--- src/design/bsdc_pkg.sv ---
// Package: widths, command and action codes for the bypass silence drain controller.
`default_nettype none
package bsdc_pkg;

  localparam int SAMPLE_BITS = 24;
  localparam int COUNT_BITS  = 32;
  localparam int FRAME_BITS  = 16;
  localparam int BOUND_BITS  = 32;
  localparam int ENV_BITS    = 24;

  localparam int IN_DATA_BITS  = 48;
  localparam int OUT_DATA_BITS = 32;

  localparam logic [1:0] CMD_SAMPLE = 2'd0;
  localparam logic [1:0] CMD_BEGIN  = 2'd1;
  localparam logic [1:0] CMD_RESET  = 2'd2;

  localparam logic [1:0] ACT_LIVE        = 2'd0;
  localparam logic [1:0] ACT_STOPPED     = 2'd1;
  localparam logic [1:0] ACT_DRAIN       = 2'd2;
  localparam logic [1:0] ACT_DRAIN_RESET = 2'd3;

  localparam logic [COUNT_BITS-1:0] COUNT_MAX = {COUNT_BITS{1'b1}};

  typedef struct packed {
    logic [1:0]          action;
    logic [ENV_BITS-1:0] envelope;
    logic                envelope_new;
  } result_t;

endpackage
`default_nettype wire

--- src/design/bypass_silence_drain_controller.sv ---
// Top level: peak tracking and bypass drain decision per audio block.
//
//  channel | dir | handshake                    | payload
//  s_      | in  | s_tvalid / s_tready          | s_tuser: cmd; s_tdata: sample, bypassed, frames
//  m_      | out | m_tvalid / m_tready          | m_tdata: action, envelope, envelope_new
//  apb     | in  | psel, penable, pwrite, pready| paddr, pwdata, prdata (silence_bound at 0)
//
// One request per cycle while s_tready is high; every request updates state in the cycle it is accepted.
// A begin-block request yields one result, held in the output register from the following cycle.
// The output register is the only stall point: a request is taken while the
// result register is empty or being drained in the same cycle.
// rst (synchronous) clears all state but the result register, and the silence bound; no clearing pass.
`default_nettype none
module bypass_silence_drain_controller (
  input  wire logic        clk,
  input  wire logic        rst,
  input  wire logic        s_tvalid,
  output      logic        s_tready,
  // [23:0] sample, [24] bypassed, [40:25] frames, [47:41] zero
  input  wire logic [47:0] s_tdata,
  // [1:0] cmd
  input  wire logic [1:0]  s_tuser,
  output      logic        m_tvalid,
  input  wire logic        m_tready,
  // [1:0] action, [25:2] envelope, [26] envelope_new, [31:27] zero
  output      logic [31:0] m_tdata,
  input  wire logic        psel,
  input  wire logic        penable,
  input  wire logic        pwrite,
  input  wire logic [2:0]  paddr,
  input  wire logic [31:0] pwdata,
  output      logic [31:0] prdata,
  output      logic        pready
);

  logic [bsdc_pkg::BOUND_BITS-1:0]  silence_bound;
  logic [bsdc_pkg::SAMPLE_BITS-1:0] peak_level, peak_level_next;
  logic [bsdc_pkg::BOUND_BITS-1:0]  active_limit, active_limit_next;
  logic                             limit_pending, limit_pending_next;
  logic [bsdc_pkg::COUNT_BITS-1:0]  elapsed_frames, elapsed_frames_next;
  logic                             is_stopped, is_stopped_next;
  logic                             was_bypassed, was_bypassed_next;
  logic [bsdc_pkg::ENV_BITS-1:0]    held_envelope, held_envelope_next;
  bsdc_pkg::result_t                result, result_next;

  logic                             in_fire, cfg_write, emit;
  logic [1:0]                       cmd;
  logic signed [bsdc_pkg::SAMPLE_BITS-1:0] sample;
  logic                             byp;
  logic [bsdc_pkg::FRAME_BITS-1:0]  frames;
  logic [bsdc_pkg::SAMPLE_BITS-1:0] mag;
  logic [bsdc_pkg::COUNT_BITS:0]    sum;

  assign cmd    = s_tuser;
  assign sample = s_tdata[23:0];
  assign byp    = s_tdata[24];
  assign frames = s_tdata[40:25];

  assign s_tready  = !m_tvalid || m_tready;
  assign in_fire   = s_tvalid && s_tready;
  assign pready    = 1'b1;
  assign cfg_write = psel && penable && pwrite && pready && !paddr[2];
  assign prdata    = paddr[2] ? 32'd0 : silence_bound;

  assign mag = sample[bsdc_pkg::SAMPLE_BITS-1] ? (~sample + 1'b1) : sample;

  always_comb begin
    peak_level_next     = peak_level;
    active_limit_next   = active_limit;
    limit_pending_next  = limit_pending;
    elapsed_frames_next = elapsed_frames;
    is_stopped_next     = is_stopped;
    was_bypassed_next   = was_bypassed;
    held_envelope_next  = held_envelope;
    result_next         = '0;
    emit                = 1'b0;
    sum                 = '0;
    unique case (cmd)
      bsdc_pkg::CMD_SAMPLE: begin
        if (mag > peak_level) begin
          peak_level_next = mag;
        end
      end
      bsdc_pkg::CMD_RESET: begin
        peak_level_next     = '0;
        elapsed_frames_next = '0;
        was_bypassed_next   = byp;
        is_stopped_next     = byp;
      end
      bsdc_pkg::CMD_BEGIN: begin
        emit = 1'b1;
        // apply a pending bound before the bypass decision
        if (limit_pending) begin
          active_limit_next  = silence_bound;
          limit_pending_next = 1'b0;
          if (byp && !is_stopped) begin
            elapsed_frames_next = '0;
          end
        end
        if (!byp) begin
          was_bypassed_next  = 1'b0;
          is_stopped_next    = 1'b0;
          result_next.action = bsdc_pkg::ACT_LIVE;
        end else begin
          if (!was_bypassed) begin
            held_envelope_next       = peak_level;
            result_next.envelope_new = 1'b1;
            elapsed_frames_next      = '0;
            is_stopped_next          = 1'b0;
            was_bypassed_next        = 1'b1;
          end
          if (is_stopped_next) begin
            result_next.action = bsdc_pkg::ACT_STOPPED;
          end else begin
            sum = {1'b0, elapsed_frames_next} + {{(bsdc_pkg::COUNT_BITS+1-
                   bsdc_pkg::FRAME_BITS){1'b0}}, frames};
            elapsed_frames_next = sum[bsdc_pkg::COUNT_BITS] ? bsdc_pkg::COUNT_MAX
                                : sum[bsdc_pkg::COUNT_BITS-1:0];
            if (active_limit_next != '0 && elapsed_frames_next >= active_limit_next) begin
              is_stopped_next    = 1'b1;
              peak_level_next    = '0;
              result_next.action = bsdc_pkg::ACT_DRAIN_RESET;
            end else begin
              result_next.action = bsdc_pkg::ACT_DRAIN;
            end
          end
        end
        result_next.envelope = held_envelope_next;
      end
      default: begin
      end
    endcase
  end

  always_ff @(posedge clk) begin
    if (rst) begin
      silence_bound  <= '0;
      peak_level     <= '0;
      active_limit   <= '0;
      limit_pending  <= 1'b0;
      elapsed_frames <= '0;
      is_stopped     <= 1'b0;
      was_bypassed   <= 1'b0;
      held_envelope  <= '0;
      m_tvalid       <= 1'b0;
    end else begin
      if (cfg_write) begin
        silence_bound <= pwdata;
        limit_pending <= 1'b1;
      end else if (in_fire) begin
        limit_pending <= limit_pending_next;
      end
      if (in_fire) begin
        peak_level     <= peak_level_next;
        active_limit   <= active_limit_next;
        elapsed_frames <= elapsed_frames_next;
        is_stopped     <= is_stopped_next;
        was_bypassed   <= was_bypassed_next;
        held_envelope  <= held_envelope_next;
      end
      if (in_fire && emit) begin
        m_tvalid <= 1'b1;
      end else if (m_tready) begin
        m_tvalid <= 1'b0;
      end
    end
  end

  always_ff @(posedge clk) begin
    if (in_fire && emit) begin
      result <= result_next;
    end
  end

  assign m_tdata = {5'd0, result.envelope_new, result.envelope, result.action};

  a_stop_implies_bypass: assert property (@(posedge clk) disable iff (rst)
    is_stopped |-> was_bypassed)
    else $error("stopped without bypass");

  a_new_env_drains: assert property (@(posedge clk) disable iff (rst)
    (m_tvalid && m_tdata[26]) |->
      (m_tdata[1:0] == bsdc_pkg::ACT_DRAIN || m_tdata[1:0] == bsdc_pkg::ACT_DRAIN_RESET))
    else $error("new envelope without drain");

  a_peak_grows: assert property (@(posedge clk) disable iff (rst)
    (in_fire && cmd == bsdc_pkg::CMD_SAMPLE) |=> peak_level >= $past(peak_level))
    else $error("peak decreased on sample");

  a_stop_clears_peak: assert property (@(posedge clk) disable iff (rst)
    (in_fire && emit && result_next.action == bsdc_pkg::ACT_DRAIN_RESET)
      |=> (peak_level == '0 && is_stopped))
    else $error("stop did not clear peak");

endmodule
`default_nettype wire
--- config.mk ---
export PLATFORM = sky130hd
export DESIGN_NAME = bypass_silence_drain_controller
export DESIGN_NICKNAME = d
export VERILOG_FILES = /design/src/design/bsdc_pkg.sv /design/src/design/bypass_silence_drain_controller.sv
export SDC_FILE = /design/constraint.sdc
export NUM_CORES = 1
export LEC_CHECK = 0
export BUFFER_PORTS_ARGS = -buffer_cell sky130_fd_sc_hd__clkbuf_2
export CORE_ASPECT_RATIO = 1.5
export CORE_UTILIZATION = 25
export CTS_CLUSTER_DIAMETER = 30
export DETAILED_ROUTE_END_ITERATION = 10
export GPL_TIMING_DRIVEN = 0
export SETUP_SLACK_MARGIN = 0.02
export SYNTH_ARGS = -nofsm -noshare
export SYNTH_HDL_FRONTEND = slang
export SYNTH_SLANG_ARGS = --single-unit
--- constraint.sdc ---
create_clock -name clk -period 6.05 [get_ports clk]
set_input_delay 0 -clock clk [delete_from_list [all_inputs] [get_ports clk]]
set_output_delay 0 -clock clk [all_outputs]
set_load 0.1 [all_outputs]
==> results.toml, run 1 <==
[route]
drtIter0Drc = 566
ant_nets = 0
vias = 10496
postRouteWirelength_um = 36400
via_per_inst = 4.96
routedWlPerCell_um = 17.2
drc = 0
first_pass_iters = 5

[sta]
fin_crit_sh_pct = 93.7
maxSlewHeadroom_pct = 35.2
drv_slew = 0
setup_ws_ps = 382
fmax_ghz = 0.176
setup_viol = 0
worstMarginPinSlew_ps = 972
skew_ps = 14.9
hold_viol_final = 0
fin_crit_ps = 5670
fin_setup_tns_ps = 0
rsz0062_at_grt = "false"

[clock_network]
htreeDepth = 4
cts_tree = "done"
cts_buffers = 17
cts.sinks = 175
cts_max_path_buffers = 2
ctsRootBufferMaster = "clkbuf_16"
clk_latency_ps = 450
clk_pin_slew_worst_paths_ps = 70

[cells_and_area]
final_cell_mix = "nand2_1, dfxtp_1, clkbuf_2"
layout_commonest_cell = "nand2_1"
fin_nets = 1704
drive_above_1_share_pct = 15.2
syn2layout_area_growth_pct = 23.7
antenna_cells = 0
fin_cells = 2118
final_util_pct = 31.4

[yosys]
synth.distinct_cells = 91
synth_edf_count = 27
ys_top_cells_by_area = "dfxtp_1, nand2_1, ha_1"
async_flop_share_pct = 0
synth_ff_type = "dfxtp_1"
yosys_warnings = 0
synth_cells = 1319
syn_avg_cell_area_um2 = 8.26
synth_top_area_cell = "dfxtp_1"
yosys_register_bits = 175
yosysSeqAreaShare_pct = 34.6
yosysTopAreaCellShare_pct = 27.2
netlist_area_um2 = 10900

[setup_path]
cp_data_arrival_time_ps = 6030
critPathCaptureType = "flip-flop"
crit_slowest_cell = "a2111o_1"
path_max_fanout = 10
cp.required_ps = 6410
crit_path_frequent_cell = "clkbuf_4"
cpPeakStageDelay_ps = 410
worstSetupStartpointType = "flip-flop"
crit_family = "compound AO/OA/AOI/OAI gates"
cp_num_buf_inv = 7
critPathKind = "flip-flop to flip-flop"

[power_and_ir_drop]
p_per_area_nw_per_um2 = 213
power_mw = 2.87
p_leak_nw = 5.27
vdd_drop_max_v = 0.000156

[floorplan]
dieArea_um2 = 44400
io_pins = 159
initial_core_util_pct = 25.4
die_x_um = 172
core_um2 = 42900
fp.dieH_um = 258
core.rowCount = 93

[placement]
pre_cts_slack_ps = -156
gp_congestion = 0.913
port_buffers = 141
dp_hpwl_um = 28600
dp.cells = 2034

[global_route]
grt_pass1_wl_um = 56200
antenna_found_initial = 0
grt_usage_pct = 16.6
overflow = 0
grt_max_degree = 37
grt_pass1_vias = 10378

[flow_run]
drv_cap = 0

[worst_hold_path]
min_path_type = "input pin to flip-flop"

[run_status]
status = "finished clean"
==> layout make-up <==
type | count | area, um^2
fillers | 4496 | 29500
inverters | 43 | 161
multi-input cells | 1026 | 6610
clock inverters | 11 | 123
plain buffers | 78 | 387
repair buffers | 195 | 1240
clock buffers | 20 | 458
well taps | 570 | 713
flip-flops and latches | 175 | 3770
==> stage by stage <==
stage / hold slack, ps / instance area (um^2)
detailed placement: 238 / 12300
global placement: 238 / 12300
CTS: 9.59 / 13400
global route: 28.7 / 13500
finish: 26.9 / 13500
floorplan: 136 / 10900
==> repair_timing <==
item                                    CTS  global route
hold endpoints to repair                 52             0
buffers inserted                          0             3
hold buffers                             51             0
pin swaps                                 0             3
resized for setup                         2            12
endpoints found under the setup margin   19            26
==> state kept, by name, indices dropped and copies added (netlist names) <==
register        count
is_stopped          1
active_limit       32
was_bypassed        1
limit_pending       1
m_tvalid            1
m_tdata            27
held_envelope      24
silence_bound      32
peak_level         24
elapsed_frames     32
==> worst min-delay path: stages <==
cell      delay (ps)
clkbuf_2         140
nor4_1           100
a41o_1           180
==> worst paths after layout <==
kind | start | endpoint | slack (ps) | depth (start not counted)
max reg2reg | is_stopped | peak_level[15] | 380 | 26
min | s_tdata[21] | peak_level[23] | 30 | 3
max | is_stopped | peak_level[15] | 380 | 26
min reg2reg | held_envelope[20] | held_envelope[20] | 450 | 2
==> power by group <==
| part | total, mW | internal, mW | switching [mW] |
|---|---|---|---|
| sequential | 1.24 | 1.21 | 0.0274 |
| clock | 1.11 | 0.602 | 0.508 |
| combinational | 0.519 | 0.184 | 0.335 |
==> kinds of logic (layout without fill, tap and decap cells) <==
kind of cell             after synthesis  after routing  synth area share, %
AND/OR/NAND/NOR                      521            521                 23.3
AO/OA/AOI/OAI                        323            323                 19.5
flip-flops                           175            175                 34.6
buffers and inverters                122            347                 4.92
adder cells (fa/ha/maj)               77             77                 8.90
multiplexers                          56             56                 5.16
XOR/XNOR                              43             43                 3.46
other                                  2              6               0.0690
==> routing by layer <==
metal | part of all wire, % | GRT usage (%)
met1 | 39 | 17.8
met2 | 54 | 31.4
met3 | 3.5 | 2.07
met4 | 4.4 | 8.11
met5 | 0 | 0
==> cells in the mapped netlist, types with 22 or more instances <==
cell type  number
a21oi_1       123
nand2b_1       26
a211oi_1       44
clkbuf_1       53
o21ai_0        37
edfxtp_1       27
xnor2_1        33
inv_1          42
nand2_1       259
and3_1         30
ha_1           75
nand3_1        22
mux2i_1        55
nor2_1         72
dfxtp_1       148
nor2b_1        37
Power figures use the tool's default switching activity.
==> run 2: changes to the inputs <==
--- a/config.mk
+++ b/config.mk
@@ -10,7 +10,6 @@
 export CORE_UTILIZATION = 25
 export CTS_CLUSTER_DIAMETER = 30
 export DETAILED_ROUTE_END_ITERATION = 10
-export GPL_TIMING_DRIVEN = 0
 export SETUP_SLACK_MARGIN = 0.02
 export SYNTH_ARGS = -nofsm -noshare
 export SYNTH_HDL_FRONTEND = slang
==> results.toml, run 2 (synthesized netlist as in run 1, its figures left out) <==
[run_status]
status = "finished clean"

[route]
drtIter0Drc = 597
first_pass_iters = 5
routedWlPerCell_um = 16.3
drc = 0
postRouteWirelength_um = 33500
via_per_inst = 4.91
ant_nets = 0
vias = 10123

[power_and_ir_drop]
p_leak_nw = 5.19
p_per_area_nw_per_um2 = 214
vdd_drop_max_v = 0.000180

[global_route]
grt_max_degree = 97
antenna_found_initial = 0
overflow = 0
grt_pass1_vias = 9959
grt_usage_pct = 15.2
grt_pass1_wl_um = 52400

[placement]
dpl_cell_area_um2 = 12100
gp_congestion = 0.889
dp_hpwl_um = 24800
port_buffers = 143

[cells_and_area]
final_util_pct = 30.8
fin_nets = 1647
final_cell_mix = "nand2_1, dfxtp_1, clkbuf_2"
final_area_um2 = 13200
drive_above_1_share_pct = 15.7
antenna_cells = 0
layout_commonest_cell = "nand2_1"
syn2layout_area_growth_pct = 21.6
reg_top3 = "active_limit (32), elapsed_frames (32), silence_bound (32)"

[floorplan]
fp.dieH_um = 258
die_x_um = 172
initial_core_util_pct = 25.4
io_pins = 159
core.rowCount = 93
dieArea_um2 = 44400
core_um2 = 42900

[sta]
skew_ps = 20.3
setup_viol = 0
fin_crit_sh_pct = 91.3
fin_setup_tns_ps = 0
maxSlewHeadroom_pct = 30.0
hold_viol_final = 0
fmax_ghz = 0.181
fin_crit_ps = 5530
rsz0062_at_grt = "false"
worstMarginPinSlew_ps = 1050
hold_ws_ps = 8.17
drv_slew = 0

[clock_network]
htreeDepth = 4
cts.sinks = 175
cts_max_path_buffers = 2
ctsRootBufferMaster = "clkbuf_16"
clk_pin_slew_worst_paths_ps = 80
cts_tree = "done"
clk_latency_ps = 450
cts_buffers = 17

[setup_path]
setup.worst_path.end = "peak_level[13]"
critPathCaptureType = "flip-flop"
worstSetupStartpointType = "flip-flop"
startpoint = "is_stopped"
r2r_cells = 21
critPathKind = "flip-flop to flip-flop"
path_max_fanout = 18
r2r_slack_ps = 520
cp_data_arrival_time_ps = 5890
r2r_end = "peak_level[13]"
cp.required_ps = 6420
r2r_start = "is_stopped"

[worst_hold_path]
min_path_type = "input pin to flip-flop"

[flow_run]
drv_cap = 0
[run 2: critical path, stage by stage, from the launching register on]
cell	delay, ps
dfxtp_1	340
nand3b_1	160
buf_4	170
buf_4	190
and3_1	200
ha_1	350
o21a_1	190
a21oi_1	180
o21ai_0	210
nand2_1	180
a311o_1	610
buf_4	350
nand2_1	100
ha_1	300
a21o_1	180
a221oi_1	290
nor2_1	60
a31oi_1	170
a31oi_1	150
o32a_2	600
nand2_8	250
mux2i_1	210
[run 2: how the worst min path moves through the flow]
| stage | endpoint | startpoint | depth (start not counted) |
|---|---|---|---|
| 4_1_cts | held_envelope[4] | rst | 2 |
| 5_1_grt | limit_pending | rst | 2 |
| 3_5_place_dp | silence_bound[6] | pwdata[6] | 3 |
| 3_3_place_gp | silence_bound[1] | pwdata[1] | 3 |
| 2_1_floorplan | silence_bound[11] | pwdata[11] | 2 |
| 6_report | held_envelope[4] | rst | 2 |
[run 2: timing repair]
action | in CTS | in global routing
buffers inserted | 0 | 1
endpoints found under the hold margin | 54 | 0
resized for setup | 0 | 1
hold buffers | 54 | 0
setup endpoints to repair | 0 | 25
[run 2: cell type report]
cell class / instances / area, um^2
Tap cell: 570 / 713
Multi-Input combinational cell: 1026 / 6600
Clock buffer: 19 / 453
Sequential cell: 175 / 3770
Clock inverter: 13 / 143
Fill cell: 4561 / 29700
Inverter: 43 / 161
Timing Repair Buffer: 216 / 1400
[run 2: per-stage QoR]
stage,std cells,setup slack [ps],power [mW]
finish,2062,525,2.84
global route,2062,93.7,2.96
CTS,2061,205,2.86
detailed placement,1975,217,1.73
global placement,1975,329,1.72
floorplan,1323,972,1.60
[run 2: where the power goes]
| group | total [mW] | internal (mW) | leakage, nW | switching (mW) |
|---|---|---|---|---|
| logic | 0.494 | 0.173 | 3.46 | 0.321 |
| registers | 1.24 | 1.21 | 1.44 | 0.0271 |
| clock network | 1.11 | 0.573 | 0.289 | 0.536 |
| total | 2.84 | 1.96 | 5.19 | 0.885 |
[run 2: layer usage]
| metal | vias up | track usage [%] | part of all wire [%] |
|---|---|---|---|
| li1 | 5011 | - | - |
| met1 | 4807 | 16.5 | 40 |
| met2 | 242 | 28.5 | 53 |
| met3 | 63 | 2.10 | 3.2 |
| met4 | 0 | 6.71 | 3.3 |
| met5 | - | 0 | 0 |
==> run 3: changes to the inputs <==
--- a/config.mk
+++ b/config.mk
@@ -10,6 +10,7 @@
 export CORE_UTILIZATION = 25
 export CTS_CLUSTER_DIAMETER = 30
 export DETAILED_ROUTE_END_ITERATION = 10
+export PLACE_DENSITY = 0.38
 export SETUP_SLACK_MARGIN = 0.02
 export SYNTH_ARGS = -nofsm -noshare
 export SYNTH_HDL_FRONTEND = slang
==> results.toml, run 3 (synthesized netlist as in run 1, its figures left out) <==
[run_status]
status = "finished clean"

[power_and_ir_drop]
pwr-share-seq_pct = 43.2
p_per_area_nw_per_um2 = 217
vdd_drop_max_v = 0.000202
p_int_mw = 1.97
power_mw = 2.88
pwr-share-comb_pct = 17.4
p_leak_nw = 5.22
clkPwrFrac_pct = 39.5
p_sw_uw = 909
swShare_pct = 31.6

[placement]
dp.cells = 1985
port_buffers = 143
dp_hpwl_um = 27700
pre_cts_slack_ps = 803
gp_congestion = 0.828

[setup_path]
r2r_slack_ps = 740
path_cells = "nand3b_1, buf_4, buf_4, and3_1, ha_1, nand3_1, a21o_1, nand2_1, nand4_1, a31oi_2, buf_4, nand3_1, xnor2_1, nand2_1, ha_1, a21oi_2, o21ai_1, a2111o_1, a31oi_1, o21ai_1, o32a_1, buf_12, nand2_8, mux2i_1"
critPathCaptureType = "flip-flop"
crit_slowest_cell = "ha_1"
critPathKind = "flip-flop to flip-flop"
worstSetupStartpointType = "flip-flop"
path_max_fanout = 17
cpPeakStageDelay_ps = 410
cp_data_arrival_time_ps = 5680
r2r_end = "peak_level[5]"
r2r_cells = 24
cp.required_ps = 6420
crit_path_frequent_cell = "buf_4"
r2r_start = "is_stopped"

[sta]
rsz0062_at_grt = "false"
fin_setup_tns_ps = 0
fmax_ghz = 0.188
fin_crit_ps = 5310
maxSlewHeadroom_pct = 24.3
worstMarginPinSlew_ps = 1140
hold_ws_ps = 24.3
skew_ps = 13.9
fin_crit_sh_pct = 87.7
hold_viol_final = 0
drv_slew = 0
setup_viol = 0
setup_ws_ps = 743

[clock_network]
clk_pin_slew_worst_paths_ps = 70
cts_max_path_buffers = 2
cts_buffers = 17
cts_resized = 0
ctsRootBufferMaster = "clkbuf_16"
cts.sinks = 175
clk_latency_ps = 450
cts_tree = "done"
htreeDepth = 4

[global_route]
grt_usage_pct = 17.2
overflow = 0
grt_pass1_wl_um = 57200
grt_pass1_vias = 9766
grt_max_degree = 94
antenna_found_initial = 0

[cells_and_area]
antenna_cells = 0
final_cell_mix = "nand2_1, dfxtp_1, clkbuf_2"
fin_nets = 1653
syn2layout_area_growth_pct = 22.1
reg_top3 = "active_limit (32), elapsed_frames (32), silence_bound (32)"
drive_above_1_share_pct = 16.2
fin_cells = 2068
layout_commonest_cell = "nand2_1"

[route]
ant_nets = 0
first_pass_iters = 5
routedWlPerCell_um = 18.2
via_per_inst = 4.80
drtIter0Drc = 534
drc = 0
postRouteWirelength_um = 37600
vias = 9932

[floorplan]
initial_core_util_pct = 25.4
core_um2 = 42900
dieArea_um2 = 44400
die_x_um = 172
fp.dieH_um = 258
core.rowCount = 93
io_pins = 159

[worst_hold_path]
holdCritStartpoint = "s_tdata[25]"
whs_endpoint = "elapsed_frames[0]"
holdPathStages = 4
min_path_type = "input pin to flip-flop"

[flow_run]
drv_cap = 0
[run 3: worst max-delay path, delay by kind of cell, from the launching register on]
kind                       cells  cell delay (ps)
and+or+nand+nor                8             1180
adders and majority gates      2              710
xor gates and xnor gates       1              250
buffers and inverters          4              730
muxes                          1              200
DFF                            1              350
AOI/OAI and AO/OA              8             1800
[run 3: cell type report]
| class | instances | area [um^2] |
|---|---|---|
| fillers | 4621 | 29600 |
| multi-input cells | 1026 | 6600 |
| flip-flops and latches | 175 | 3770 |
| repair buffers | 222 | 1460 |
| well taps | 570 | 713 |
| clock buffers | 18 | 429 |
| inverters | 43 | 161 |
| clock inverters | 14 | 151 |
[run 3: what timing repair did]
item / in CTS / in global routing
hold buffers: 51 / 0
buffers inserted: 0 / 0
hold endpoints to repair: 52 / 0
[run 3: layer usage]
layer,up-vias,global-route usage [%],share of wire [%]
li1,5022,-,-
met1,4731,18.7,40
met2,145,33.4,56
met3,34,2.27,2.3
met4,0,5.38,1.8
met5,-,0,0
[run 3: worst max path at each step]
stage / from / cells after the start / slack [ps] / end
5_1_grt: is_stopped / 24 / 310 / peak_level[11]
2_1_floorplan: is_stopped / 26 / 970 / peak_level[10]
4_1_cts: is_stopped / 24 / 730 / peak_level[5]
3_5_place_dp: was_bypassed / 22 / 800 / peak_level[9]
3_3_place_gp: is_stopped / 24 / 830 / peak_level[19]
6_report: is_stopped / 24 / 740 / peak_level[5]
[run 3: per-stage QoR]
stage / utilization, % / cell area [um^2]
2_1_floorplan: - / 10900
3_3_place_gp: 28.4 / 12200
3_5_place_dp: 28.4 / 12200
4_1_cts: 31.0 / 13300
5_1_grt: 31.0 / 13300
6_report: 31.0 / 13300
[run 3: power groups by stage]
stage	Sequential, mW	Clock (mW)	Combinational, mW
floorplan	1.29	0	0.311
global placement	1.27	0	0.478
detailed placement	1.27	0	0.480
CTS	1.24	1.17	0.508
global route	1.25	1.22	0.553
finish	1.24	1.14	0.501
